### config.mk
export PLATFORM = sky130hd
export DESIGN_NAME = bsp_pass
export DESIGN_NICKNAME = d
export VERILOG_FILES = /design/src/hw/rtl/bsp_pkg.sv /design/src/hw/rtl/bsp_div.sv /design/src/hw/rtl/bsp_pass.sv
export SDC_FILE = /design/constraint.sdc
export NUM_CORES = 2
export LEC_CHECK = 0
export BUFFER_PORTS_ARGS = -buffer_cell sky130_fd_sc_hd__buf_2
export CAP_MARGIN = 5
export CORE_UTILIZATION = 61
export CTS_BUF_LIST = sky130_fd_sc_hd__clkbuf_4 sky130_fd_sc_hd__clkbuf_8
export DETAILED_ROUTE_END_ITERATION = 12
export GPL_TIMING_DRIVEN = 0
export PLACE_DENSITY_LB_ADDON = 0.1
export SYNTH_ARGS = -nofsm -noshare
export SYNTH_HDL_FRONTEND = slang
export SYNTH_SLANG_ARGS = --single-unit
### constraint.sdc
create_clock -name clock -period 27.3 [get_ports clock]
set_input_delay 5.46 -clock clock [delete_from_list [all_inputs] [get_ports clock]]
set_output_delay 5.46 -clock clock [all_outputs]
set_load 0.01 [all_outputs]
### src/hw/rtl/bsp_pkg.sv
// Shared types and constants for the binomial smoothing block.
// Used by bsp_div, bsp_pass and the top module; depends on nothing else.
`timescale 1ns / 1ps

package bsp_pkg;

   // Sample format: signed fixed point with 8 fraction bits.
   localparam int SAMPLE_W = 32;

   // Filter shape: 11 symmetric taps, weights total 1024.
   localparam int HALF_TAPS = 5;
   localparam int TAPS      = 2 * HALF_TAPS + 1;
   localparam int WSUM_W    = 11;
   localparam int WSHIFT    = 10;
   localparam logic [WSUM_W-1:0] FULL_WSUM = WSUM_W'(1024);
   localparam logic [7:0] TAP_WEIGHT [HALF_TAPS+1] = '{8'd252, 8'd210, 8'd120,
                                                       8'd45, 8'd10, 8'd1};

   // Accumulator and divider widths.
   localparam int ACC_W     = 44;
   localparam int DIV_NUM_W = 44;
   localparam int DIV_DEN_W = WSUM_W + 1;

   // Pass count register.
   localparam int PASS_W = 16;
   localparam logic [PASS_W-1:0] PASS_COUNT_RESET = 16'd10000;

   // Item operation codes.
   localparam logic OP_LOAD = 1'b0;
   localparam logic OP_READ = 1'b1;

   typedef struct packed {
      logic                       op;
      logic signed [SAMPLE_W-1:0] sample_in;
      logic                       load_last;
   } req_type;

   typedef struct packed {
      logic signed [SAMPLE_W-1:0] smoothed;
      logic                       read_last;
   } rsp_type;

   typedef struct packed {
      logic busy;
      logic done;
   } div_status_type;

   typedef struct packed {
      logic rd_en;
      logic wr_en;
      logic flip;
      logic done;
   } pass_ctl_type;

endpackage

### src/hw/rtl/bsp_div.sv
// Restoring divider, one quotient bit per cycle, for the rounded edge averages.
// Depends on bsp_pkg.
`timescale 1ns / 1ps

module bsp_div
   import bsp_pkg::*;
(
   input  logic                  clock,
   input  logic                  reset,
   input  logic                  start,
   input  logic [DIV_NUM_W-1:0]  num,
   input  logic [DIV_DEN_W-1:0]  den,
   output div_status_type        status,
   output logic [SAMPLE_W-1:0]   quot
);

   localparam int CW = $clog2(DIV_NUM_W + 1);

   typedef enum logic [1:0] {DV_IDLE, DV_BUSY, DV_DONE} div_state_type;

   div_state_type        state_ff;
   logic [CW-1:0]        count_ff;
   logic [DIV_NUM_W-1:0] work_ff;
   logic [DIV_DEN_W-1:0] rem_ff;
   logic [DIV_DEN_W-1:0] den_ff;
   logic [DIV_DEN_W:0]   trial;
   logic                 ge;

   // One trial subtraction per cycle; the remainder always stays below den.
   always_comb begin
      trial = {rem_ff, work_ff[DIV_NUM_W-1]};
      ge    = trial >= {1'b0, den_ff};
   end

   always_ff @(posedge clock) begin
      if (reset) begin
         state_ff <= DV_IDLE;
         count_ff <= '0;
      end else begin
         case (state_ff)
            DV_IDLE: begin
               if (start) begin
                  state_ff <= DV_BUSY;
                  count_ff <= '0;
                  work_ff  <= num;
                  rem_ff   <= '0;
                  den_ff   <= den;
               end
            end
            DV_BUSY: begin
               rem_ff   <= ge ? DIV_DEN_W'(trial - {1'b0, den_ff}) : DIV_DEN_W'(trial);
               work_ff  <= {work_ff[DIV_NUM_W-2:0], ge};
               count_ff <= count_ff + 1'b1;
               if (count_ff == CW'(DIV_NUM_W - 1)) begin
                  state_ff <= DV_DONE;
               end
            end
            DV_DONE: begin
               state_ff <= DV_IDLE;
            end
            default: begin
               state_ff <= DV_IDLE;
            end
         endcase
      end
   end

   assign status.busy = (state_ff == DV_BUSY);
   assign status.done = (state_ff == DV_DONE);
   assign quot        = work_ff[SAMPLE_W-1:0];

endmodule

### src/hw/rtl/bsp_pass.sv
// Smoothing pass engine: streams the source buffer through an 11-tap window
// and writes the rounded averages to the destination buffer.
// Depends on bsp_pkg and bsp_div.
`timescale 1ns / 1ps

module bsp_pass
   import bsp_pkg::*;
#(
   parameter int MAX_LENGTH = 1024,
   localparam int AW        = (MAX_LENGTH > 1) ? $clog2(MAX_LENGTH) : 1,
   localparam int LEN_W     = $clog2(MAX_LENGTH + 1)
) (
   input  logic                clock,
   input  logic                reset,
   input  logic                start,
   input  logic [LEN_W-1:0]    length,
   input  logic [PASS_W-1:0]   pass_count,
   output pass_ctl_type        ctl,
   output logic [AW-1:0]       rd_addr,
   input  logic [SAMPLE_W-1:0] rd_data,
   output logic [AW-1:0]       wr_addr,
   output logic [SAMPLE_W-1:0] wr_data
);

   localparam int SW = $clog2(MAX_LENGTH + HALF_TAPS + 1);

   typedef enum logic {PS_IDLE, PS_RUN} pass_state_type;

   pass_state_type state_ff;
   logic [LEN_W-1:0]  len_ff;
   logic [PASS_W-1:0] pass_idx_ff;
   logic [SW-1:0]     step_ff;
   logic              changed_ff;
   logic              done_ff;

   // Read stage.
   logic          s1_vld_ff;
   logic          s1_real_ff;
   logic [SW-1:0] s1_step_ff;

   // Window stage.
   logic signed [SAMPLE_W-1:0] win_ff [TAPS];
   logic [TAPS-1:0]            wvld_ff;
   logic                       win_go_ff;
   logic [AW-1:0]              win_idx_ff;

   // Weighted term stage.
   logic signed [ACC_W-1:0]    term_ff [HALF_TAPS+1];
   logic [WSUM_W-1:0]          wpart_ff [HALF_TAPS+1];
   logic                       st2_vld_ff;
   logic [AW-1:0]              st2_idx_ff;
   logic signed [SAMPLE_W-1:0] st2_ctr_ff;

   // Sum stage.
   logic signed [ACC_W-1:0]    st3_acc_ff;
   logic [WSUM_W-1:0]          st3_wsum_ff;
   logic                       st3_vld_ff;
   logic [AW-1:0]              st3_idx_ff;
   logic signed [SAMPLE_W-1:0] st3_ctr_ff;

   logic signed [ACC_W-1:0] tap_val [TAPS];
   logic signed [ACC_W-1:0] pair_v  [HALF_TAPS+1];
   logic signed [ACC_W-1:0] term_in [HALF_TAPS+1];
   logic [WSUM_W-1:0]       wpart_in [HALF_TAPS+1];
   logic signed [ACC_W-1:0] acc_in;
   logic [WSUM_W-1:0]       wsum_in;

   logic                  running, issue, issue_real, hold, need_div, wb_fire;
   logic                  last_wb, changed_now;
   logic                  neg;
   logic [ACC_W-1:0]      mag, round_sum;
   logic [SAMPLE_W-1:0]   qmag, res;
   logic [DIV_NUM_W-1:0]  div_num;
   logic [DIV_DEN_W-1:0]  div_den;
   logic                  div_start;
   div_status_type        div_st;
   logic [SAMPLE_W-1:0]   div_q;

   // Masked taps, symmetric pair sums and their weights.
   always_comb begin
      for (int i = 0; i < TAPS; i++) begin
         tap_val[i] = wvld_ff[i] ? ACC_W'(win_ff[i]) : '0;
      end
      for (int k = 0; k <= HALF_TAPS; k++) begin
         pair_v[k]   = (k == 0) ? tap_val[HALF_TAPS]
                                : tap_val[HALF_TAPS-k] + tap_val[HALF_TAPS+k];
         term_in[k]  = pair_v[k] * $signed({1'b0, TAP_WEIGHT[k]});
         wpart_in[k] = (wvld_ff[HALF_TAPS-k] ? WSUM_W'(TAP_WEIGHT[k]) : '0)
                     + ((k != 0) && wvld_ff[HALF_TAPS+k] ? WSUM_W'(TAP_WEIGHT[k]) : '0);
      end
   end

   // Sum of the six weighted terms and of the weights that remain.
   always_comb begin
      acc_in  = '0;
      wsum_in = '0;
      for (int k = 0; k <= HALF_TAPS; k++) begin
         acc_in  = acc_in + term_ff[k];
         wsum_in = wsum_in + wpart_ff[k];
      end
   end

   // Rounding: a shift for the full weight total, the divider near the ends.
   always_comb begin
      neg       = st3_acc_ff[ACC_W-1];
      mag       = neg ? ACC_W'(-st3_acc_ff) : ACC_W'(st3_acc_ff);
      round_sum = mag + ACC_W'(FULL_WSUM >> 1);
      div_num   = DIV_NUM_W'({mag, 1'b0}) + DIV_NUM_W'(st3_wsum_ff);
      div_den   = {st3_wsum_ff, 1'b0};
      need_div  = st3_vld_ff && (st3_wsum_ff != FULL_WSUM);
      hold      = need_div && !div_st.done;
      div_start = need_div && !div_st.busy && !div_st.done;
      wb_fire   = st3_vld_ff && !hold;
      qmag      = need_div ? div_q : round_sum[WSHIFT +: SAMPLE_W];
      res       = neg ? SAMPLE_W'(-qmag) : qmag;
   end

   // Read issue and pass end.
   always_comb begin
      running     = (state_ff == PS_RUN);
      issue       = running && !hold && (step_ff < SW'(len_ff) + SW'(HALF_TAPS));
      issue_real  = step_ff < SW'(len_ff);
      last_wb     = wb_fire && (LEN_W'(st3_idx_ff) == len_ff - 1'b1);
      changed_now = changed_ff || (res != st3_ctr_ff);
   end

   bsp_div u_div (
      .clock  (clock),
      .reset  (reset),
      .start  (div_start),
      .num    (div_num),
      .den    (div_den),
      .status (div_st),
      .quot   (div_q)
   );

   // Sequencer and pipeline registers; every stage freezes while the divider works.
   always_ff @(posedge clock) begin
      if (reset) begin
         state_ff    <= PS_IDLE;
         done_ff     <= 1'b0;
         changed_ff  <= 1'b0;
         step_ff     <= '0;
         pass_idx_ff <= '0;
         s1_vld_ff   <= 1'b0;
         wvld_ff     <= '0;
         win_go_ff   <= 1'b0;
         st2_vld_ff  <= 1'b0;
         st3_vld_ff  <= 1'b0;
      end else begin
         done_ff <= 1'b0;

         if (!hold) begin
            s1_vld_ff  <= issue;
            s1_real_ff <= issue_real;
            s1_step_ff <= step_ff;
            if (issue) begin
               step_ff <= step_ff + 1'b1;
            end

            if (s1_vld_ff) begin
               for (int i = 0; i < TAPS - 1; i++) begin
                  win_ff[i] <= win_ff[i+1];
               end
               win_ff[TAPS-1] <= rd_data;
               wvld_ff        <= {s1_real_ff, wvld_ff[TAPS-1:1]};
               win_go_ff      <= s1_step_ff >= SW'(HALF_TAPS);
               win_idx_ff     <= AW'(s1_step_ff - SW'(HALF_TAPS));
            end else begin
               win_go_ff <= 1'b0;
            end

            st2_vld_ff <= win_go_ff;
            st2_idx_ff <= win_idx_ff;
            st2_ctr_ff <= win_ff[HALF_TAPS];
            for (int k = 0; k <= HALF_TAPS; k++) begin
               term_ff[k]  <= term_in[k];
               wpart_ff[k] <= wpart_in[k];
            end

            st3_vld_ff  <= st2_vld_ff;
            st3_idx_ff  <= st2_idx_ff;
            st3_ctr_ff  <= st2_ctr_ff;
            st3_acc_ff  <= acc_in;
            st3_wsum_ff <= wsum_in;
         end

         if (wb_fire) begin
            changed_ff <= changed_now;
         end

         case (state_ff)
            PS_IDLE: begin
               if (start) begin
                  len_ff      <= length;
                  pass_idx_ff <= '0;
                  step_ff     <= '0;
                  changed_ff  <= 1'b0;
                  wvld_ff     <= '0;
                  if (pass_count == '0) begin
                     done_ff <= 1'b1;
                  end else begin
                     state_ff <= PS_RUN;
                  end
               end
            end
            PS_RUN: begin
               if (last_wb) begin
                  if (!changed_now || (pass_idx_ff + 1'b1 == pass_count)) begin
                     state_ff <= PS_IDLE;
                     done_ff  <= 1'b1;
                  end else begin
                     pass_idx_ff <= pass_idx_ff + 1'b1;
                     step_ff     <= '0;
                     changed_ff  <= 1'b0;
                     s1_vld_ff   <= 1'b0;
                     wvld_ff     <= '0;
                     win_go_ff   <= 1'b0;
                     st2_vld_ff  <= 1'b0;
                     st3_vld_ff  <= 1'b0;
                  end
               end
            end
            default: begin
               state_ff <= PS_IDLE;
            end
         endcase
      end
   end

   assign ctl.rd_en = issue && issue_real;
   assign ctl.wr_en = wb_fire;
   assign ctl.flip  = last_wb && changed_now;
   assign ctl.done  = done_ff;
   assign rd_addr   = step_ff[AW-1:0];
   assign wr_addr   = st3_idx_ff;
   assign wr_data   = res;

endmodule

* After elaboration in Yosys (flattened, before gate mapping)
Memory sizes are Yosys's and may differ from the RTL's. Index checks and enable logic that the tools add are counted.
Operators by class: add/sub/neg operators 31, multipliers 5, $lt $le $gt $ge 4, eq/ne operators 12, multiplexer cells 90, bitwise logic cells 3, reductions and logical operators 27
Operators by type and width (count):
- 2-to-1 mux 44 bit | 12
- adder 44 bit | 10
- 2-to-1 mux 11 bit | 10
- case mux 44 bit (2 select lines) | 1
- 2-to-1 mux 32 bit | 2
- adder 11 bit | 5
- 2-to-1 mux 16 bit | 3
- adder 44 x 11 -> 44 bit | 1
- multiplier 44 x 4 -> 43 bit, second input constant | 1
- multiplier 44 x 5 -> 41 bit, second input constant | 1
- multiplier 44 x 7 -> 42 bit, second input constant | 1
- multiplier 44 x 7 -> 44 bit, second input constant | 1
- multiplier 44 x 8 -> 43 bit, second input constant | 1
- case mux 11 bit (2 select lines) | 2
- 2-to-1 mux 43 bit | 1
- negation 43 bit | 1
- adder 42 x 10 -> 42 bit, second input constant | 1
- 2-to-1 mux 1 bit | 38
- inequality test 32 bit | 1
- negation 32 bit | 1
- case mux 16 bit (2 select lines) | 1
- 2-to-1 mux 12 bit | 2
- 2-to-1 mux 8 bit | 3
- case mux 12 bit (2 select lines) | 1
- other kinds (39) | 71
Storage, ports and cells: register bits after elaboration 292, bits in writable memories 670, input port bits 62, output and inout port bits 56, logic and storage cells 200, memories kept 3
Memory list:
- win_ff | depth 11, width 32, rd ports 11, clocked after Yosys merged registers in 0, write ports 11, line bsp_pass.sv:42 | logic signed [SAMPLE_W-1:0] win_ff [TAPS];
- term_ff | depth 6, width 44, rd ports 6, clocked after Yosys merged registers in 0, write ports 6, line bsp_pass.sv:48 | logic signed [ACC_W-1:0] term_ff [HALF_TAPS+1];
- wpart_ff | depth 6, width 9, rd ports 6, clocked after Yosys merged registers in 0, write ports 6, line bsp_pass.sv:49 | logic [WSUM_W-1:0] wpart_ff [HALF_TAPS+1];

* Depth between registers and ports, before layout
depth in word-level cells 13, depth in mapped cells 38, gate-level depth less buffers 38

* By module
A second synthesis with hierarchy kept.
Unflattened totals: cell total of the unflattened synthesis 6700, area total of the unflattened synthesis 73227.7 µm²
Modules (own cells, without submodules):
- bsp_pass | instances 1, cells each 6290, area each 69220.1 µm², seq. area each 24773.8 µm²
- bsp_div | instances 1, cells each 410, area each 4007.6 µm², seq. area each 2202.1 µm²

* Least setup slack after synthesis
Ideal clock, no wire load.
path kind input -> register, start input reset, end register s1_real_ff (enable), setup time 1.218 ns, arrival 23.157 ns, required time 26.082 ns, setup slack 2.924 ns, cell stages on the path 2, buffers on the path 1, path through clkbuf_1 nor2_1
Between the ends: word-level cells in the longest chain between the ends 2
Ends and longest elaborated chain:
- from (decl) | line bsp_pass.sv:14 | input logic reset,
- NOT 1 bit (no source line)
- AND reduction 2 bit (no source line)
- to (signal assigned) | line bsp_pass.sv:155 | s1_real_ff <= issue_real;
- to (decl) | line bsp_pass.sv:38 | logic s1_real_ff;
No other way between the ends. A chain may end at the register's enable or synchronous reset.

==> flow_metrics.tcl <==
set metrics [dict create \
    antenna_found_initial 8 \
    grt_max_degree 39 \
    yosysMostFrequentCell "inv_1" \
    final_util 0.673 \
    cts_resized 0 \
    postCtsSetupRepairBufs 0 \
    h-tree-depth 4 \
    cap_violations 0 \
    fillers 9267 \
    synth.area.top_cells "edfxtp_1 (35%), fa_1 (14%), ha_1 (13%)" \
    endpoint_kind "output port" \
    die_w_um 352 \
    place_inst 8773 \
    drive_gt1_frac 0.0715 \
    synth_area_um2 74600 \
    startpoint_type "flop" \
    cpPeakStageDelay_ns 0.73 \
    dieArea_um2 124000 \
    syn_to_final_growth_pct 8.80 \
    layout.nets 8667 \
    viasPerCell 5.86 \
    slowest_stage "a31oi_1" \
    outcome "completed" \
    gp_congestion 0.959 \
    finalCriticalPeriod_ns 14.81 \
    synth_flop_cell "edfxtp_1" \
    path_cells "nor3b_1, a31oi_1, clkbuf_1, clkbuf_1, buf_2, buf_1, clkbuf_1, o21a_1, ha_1, nand3_1, or3_1, clkbuf_1, nor3_1, nand4_1, o31ai_2, nor2_1, a2111oi_0, and4bb_1, nand3_1, and2_1, buf_2" \
    skew_ns 0.0515 \
    synthDistinctLibCells 103 \
    grt_first_pass_wirelength_um 292000 \
    drt_iter0_drc 3770 \
    tritoncts "done" \
    drc 0 \
    crit_top_cell "clkbuf_1" \
    yosys-top-cells-count "inv_1 (992), edfxtp_1 (862), ha_1 (752)" \
    worstSetupPathType "flop to output port" \
    firstDrtPassIters 5 \
    vias 53200 \
    hold_depth 0 \
    ys_warn_count 0 \
    overflow 0 \
    synth_top_area_frac 0.347 \
    multi_input_area_um2 43200 \
    powerDensity_nw_per_um2 62.3 \
    maxSlewViolCount 0 \
    ios 118 \
    routed_wl_um 191000 \
    max_clock_freq_mhz 67.5 \
    placeableCoreArea_um2 121000 \
    setup-tns-final_ns 0 \
    max-vdd-ir-drop_mv 0.0624 \
    io_buffers 117 \
    regArea_um2 26900 \
    synth-edff-count 862 \
    worstPathMaxFanout 10 \
    clockRootBuffer "clkbuf_8" \
    max_slew_margin 0.170 \
    synth_cells 7017 \
    timing.final.crit_share 0.542 \
    placement_rows 127 \
    syn_nets 8358 \
    rsz0062_at_grt "false" \
    avgSynthCellArea_um2 10.6 \
    start_util 0.618 \
    seq_area_frac_synth 0.361 \
    hold_buffers 0 \
    setup_viol 0 \
    ys_ff_latch 915 \
    path_clk_slew_ns 0.06 \
    leakage_uw 0.0372 \
    antenna_left 0 \
    place_hpwl_um 155000 \
    power.total_uw 5050 \
    clock_sinks 915 \
    final_hold_viol_count 0 \
    async_flop_share 0 \
    min_path_type "flop to flop" \
    yosysTopAreaCell "edfxtp_1" \
    clock_insertion_delay_worst_skew_ns 0.89 \
    required_ns 21.84 \
    max-clock-path-buffers 3 \
    grt_pass1_vias 53200 \
    final_cells 9077 \
    numCtsBuffers 163 \
    track_usage 0.312 \
    worstMarginPinSlew_ns 1.24 \
    critPathArrivalTime_ns 9.35 \
    reg2reg_depth 34 \
    avgRoutedWirePerCell_um 21.1 \
    die_y_um 352 \
]
[routing by layer]
layer	up-vias	global-route usage	wire length (um)
li1	25100	-	-
met1	26200	0.409	80800
met2	1602	0.521	90900
met3	307	0.0485	12500
met4	2	0.119	6940
met5	-	0	18
[critical path: cells and delay by family, from the launching register on]
family,cells,cell delay (ns)
AOI/OAI and AO/OA,4,1.95
adders and majority gates,1,0.18
buffers and inverters,7,3.11
DFF,1,0.47
and+or+nand+nor,9,2.72
[path summary, 6_finish.rpt]
| kind | slack, ns | startpoint | endpoint |
|---|---|---|---|
| max | 12.49 | st3_wsum_ff[10] | ctl[1] |
| min | 0.41 | st2_ctr_ff[8] | st3_ctr_ff[8] |
| max reg2reg | 15.67 | wvld_ff[2] | term_ff[3][43] |
| min reg2reg | 0.41 | st2_ctr_ff[8] | st3_ctr_ff[8] |
[layout by cell type (no fill, tap or decap), drive strengths merged, types with 32 or more instances in the layout]
| cell type | instances |
|---|---|
| inv | 1001 |
| edfxtp | 862 |
| ha | 752 |
| fa | 527 |
| nor2 | 415 |
| xnor2 | 410 |
| and2 | 365 |
| a21oi | 345 |
| clkbuf | 310 |
| nand2 | 300 |
| o21ai | 218 |
| buf | 188 |
| xor2 | 172 |
| nor3 | 169 |
| nand3 | 120 |
| a21o | 102 |
| clkinv | 72 |
| o21bai | 71 |
| o21a | 68 |
| and3 | 67 |
| a31oi | 65 |
| nand2b | 64 |
| nor4 | 63 |
| nor2b | 55 |
| dfxtp | 53 |
| or3 | 51 |
| o31ai | 47 |
| nand4 | 44 |
| o211ai | 33 |
| a211oi | 32 |
| or2 | 32 |
[power breakdown]
part           leakage, uW  switching [uW]  internal, uW
logic               0.0268            1220           714
clock network      0.00174             616           732
registers          0.00870            84.2          1680
total               0.0372            1920          3130
[per-stage QoR]
step	cell area (um2)	hold slack, ns	worst slack, ns
2_1_floorplan	74600	0.400	2.92
3_3_place_gp	77200	0.400	-4.88
3_5_place_dp	77800	0.405	13.51
4_1_cts	81100	0.413	12.49
5_1_grt	81100	0.420	12.15
6_report	81100	0.413	12.49
[state kept, by name, indices dropped and copies added, names as in the netlist, 11 cells and up, named ones only]
name           flops
len_ff            11
st3_ctr_ff        32
u_div.den_ff      11
st3_acc_ff        44
st2_ctr_ff        32
st3_wsum_ff       11
u_div.work_ff     44
wvld_ff           11
s1_step_ff        11
wpart_ff          14
pass_idx_ff       16
win_ff           352
u_div.rem_ff      12
step_ff           11
term_ff          257
[area by class of cell]
cell class                      instances  share of cell area
Multi-Input combinational cell       4952               0.533
Clock inverter                        101              0.0104
Inverter                              993              0.0459
Sequential cell                       915               0.332
Timing Repair Buffer                  144              0.0140
Antenna cell                            6            0.000185
Buffer                                157             0.00853
Clock buffer                          197              0.0311
Tap cell                             1612              0.0249
[cells by family after synthesis]
kind of cell | count (synthesis) | synth area share
AO/OA/AOI/OAI | 1252 | 0.112
XOR/XNOR | 588 | 0.0703
adder cells (fa/ha/maj) | 1279 | 0.268
buffers and inverters | 1150 | 0.0593
flip-flops | 915 | 0.361
multiplexers | 18 | 0.00248
AND/OR/NAND/NOR | 1815 | 0.127
Note: power is estimated with default switching activity, not from simulation.
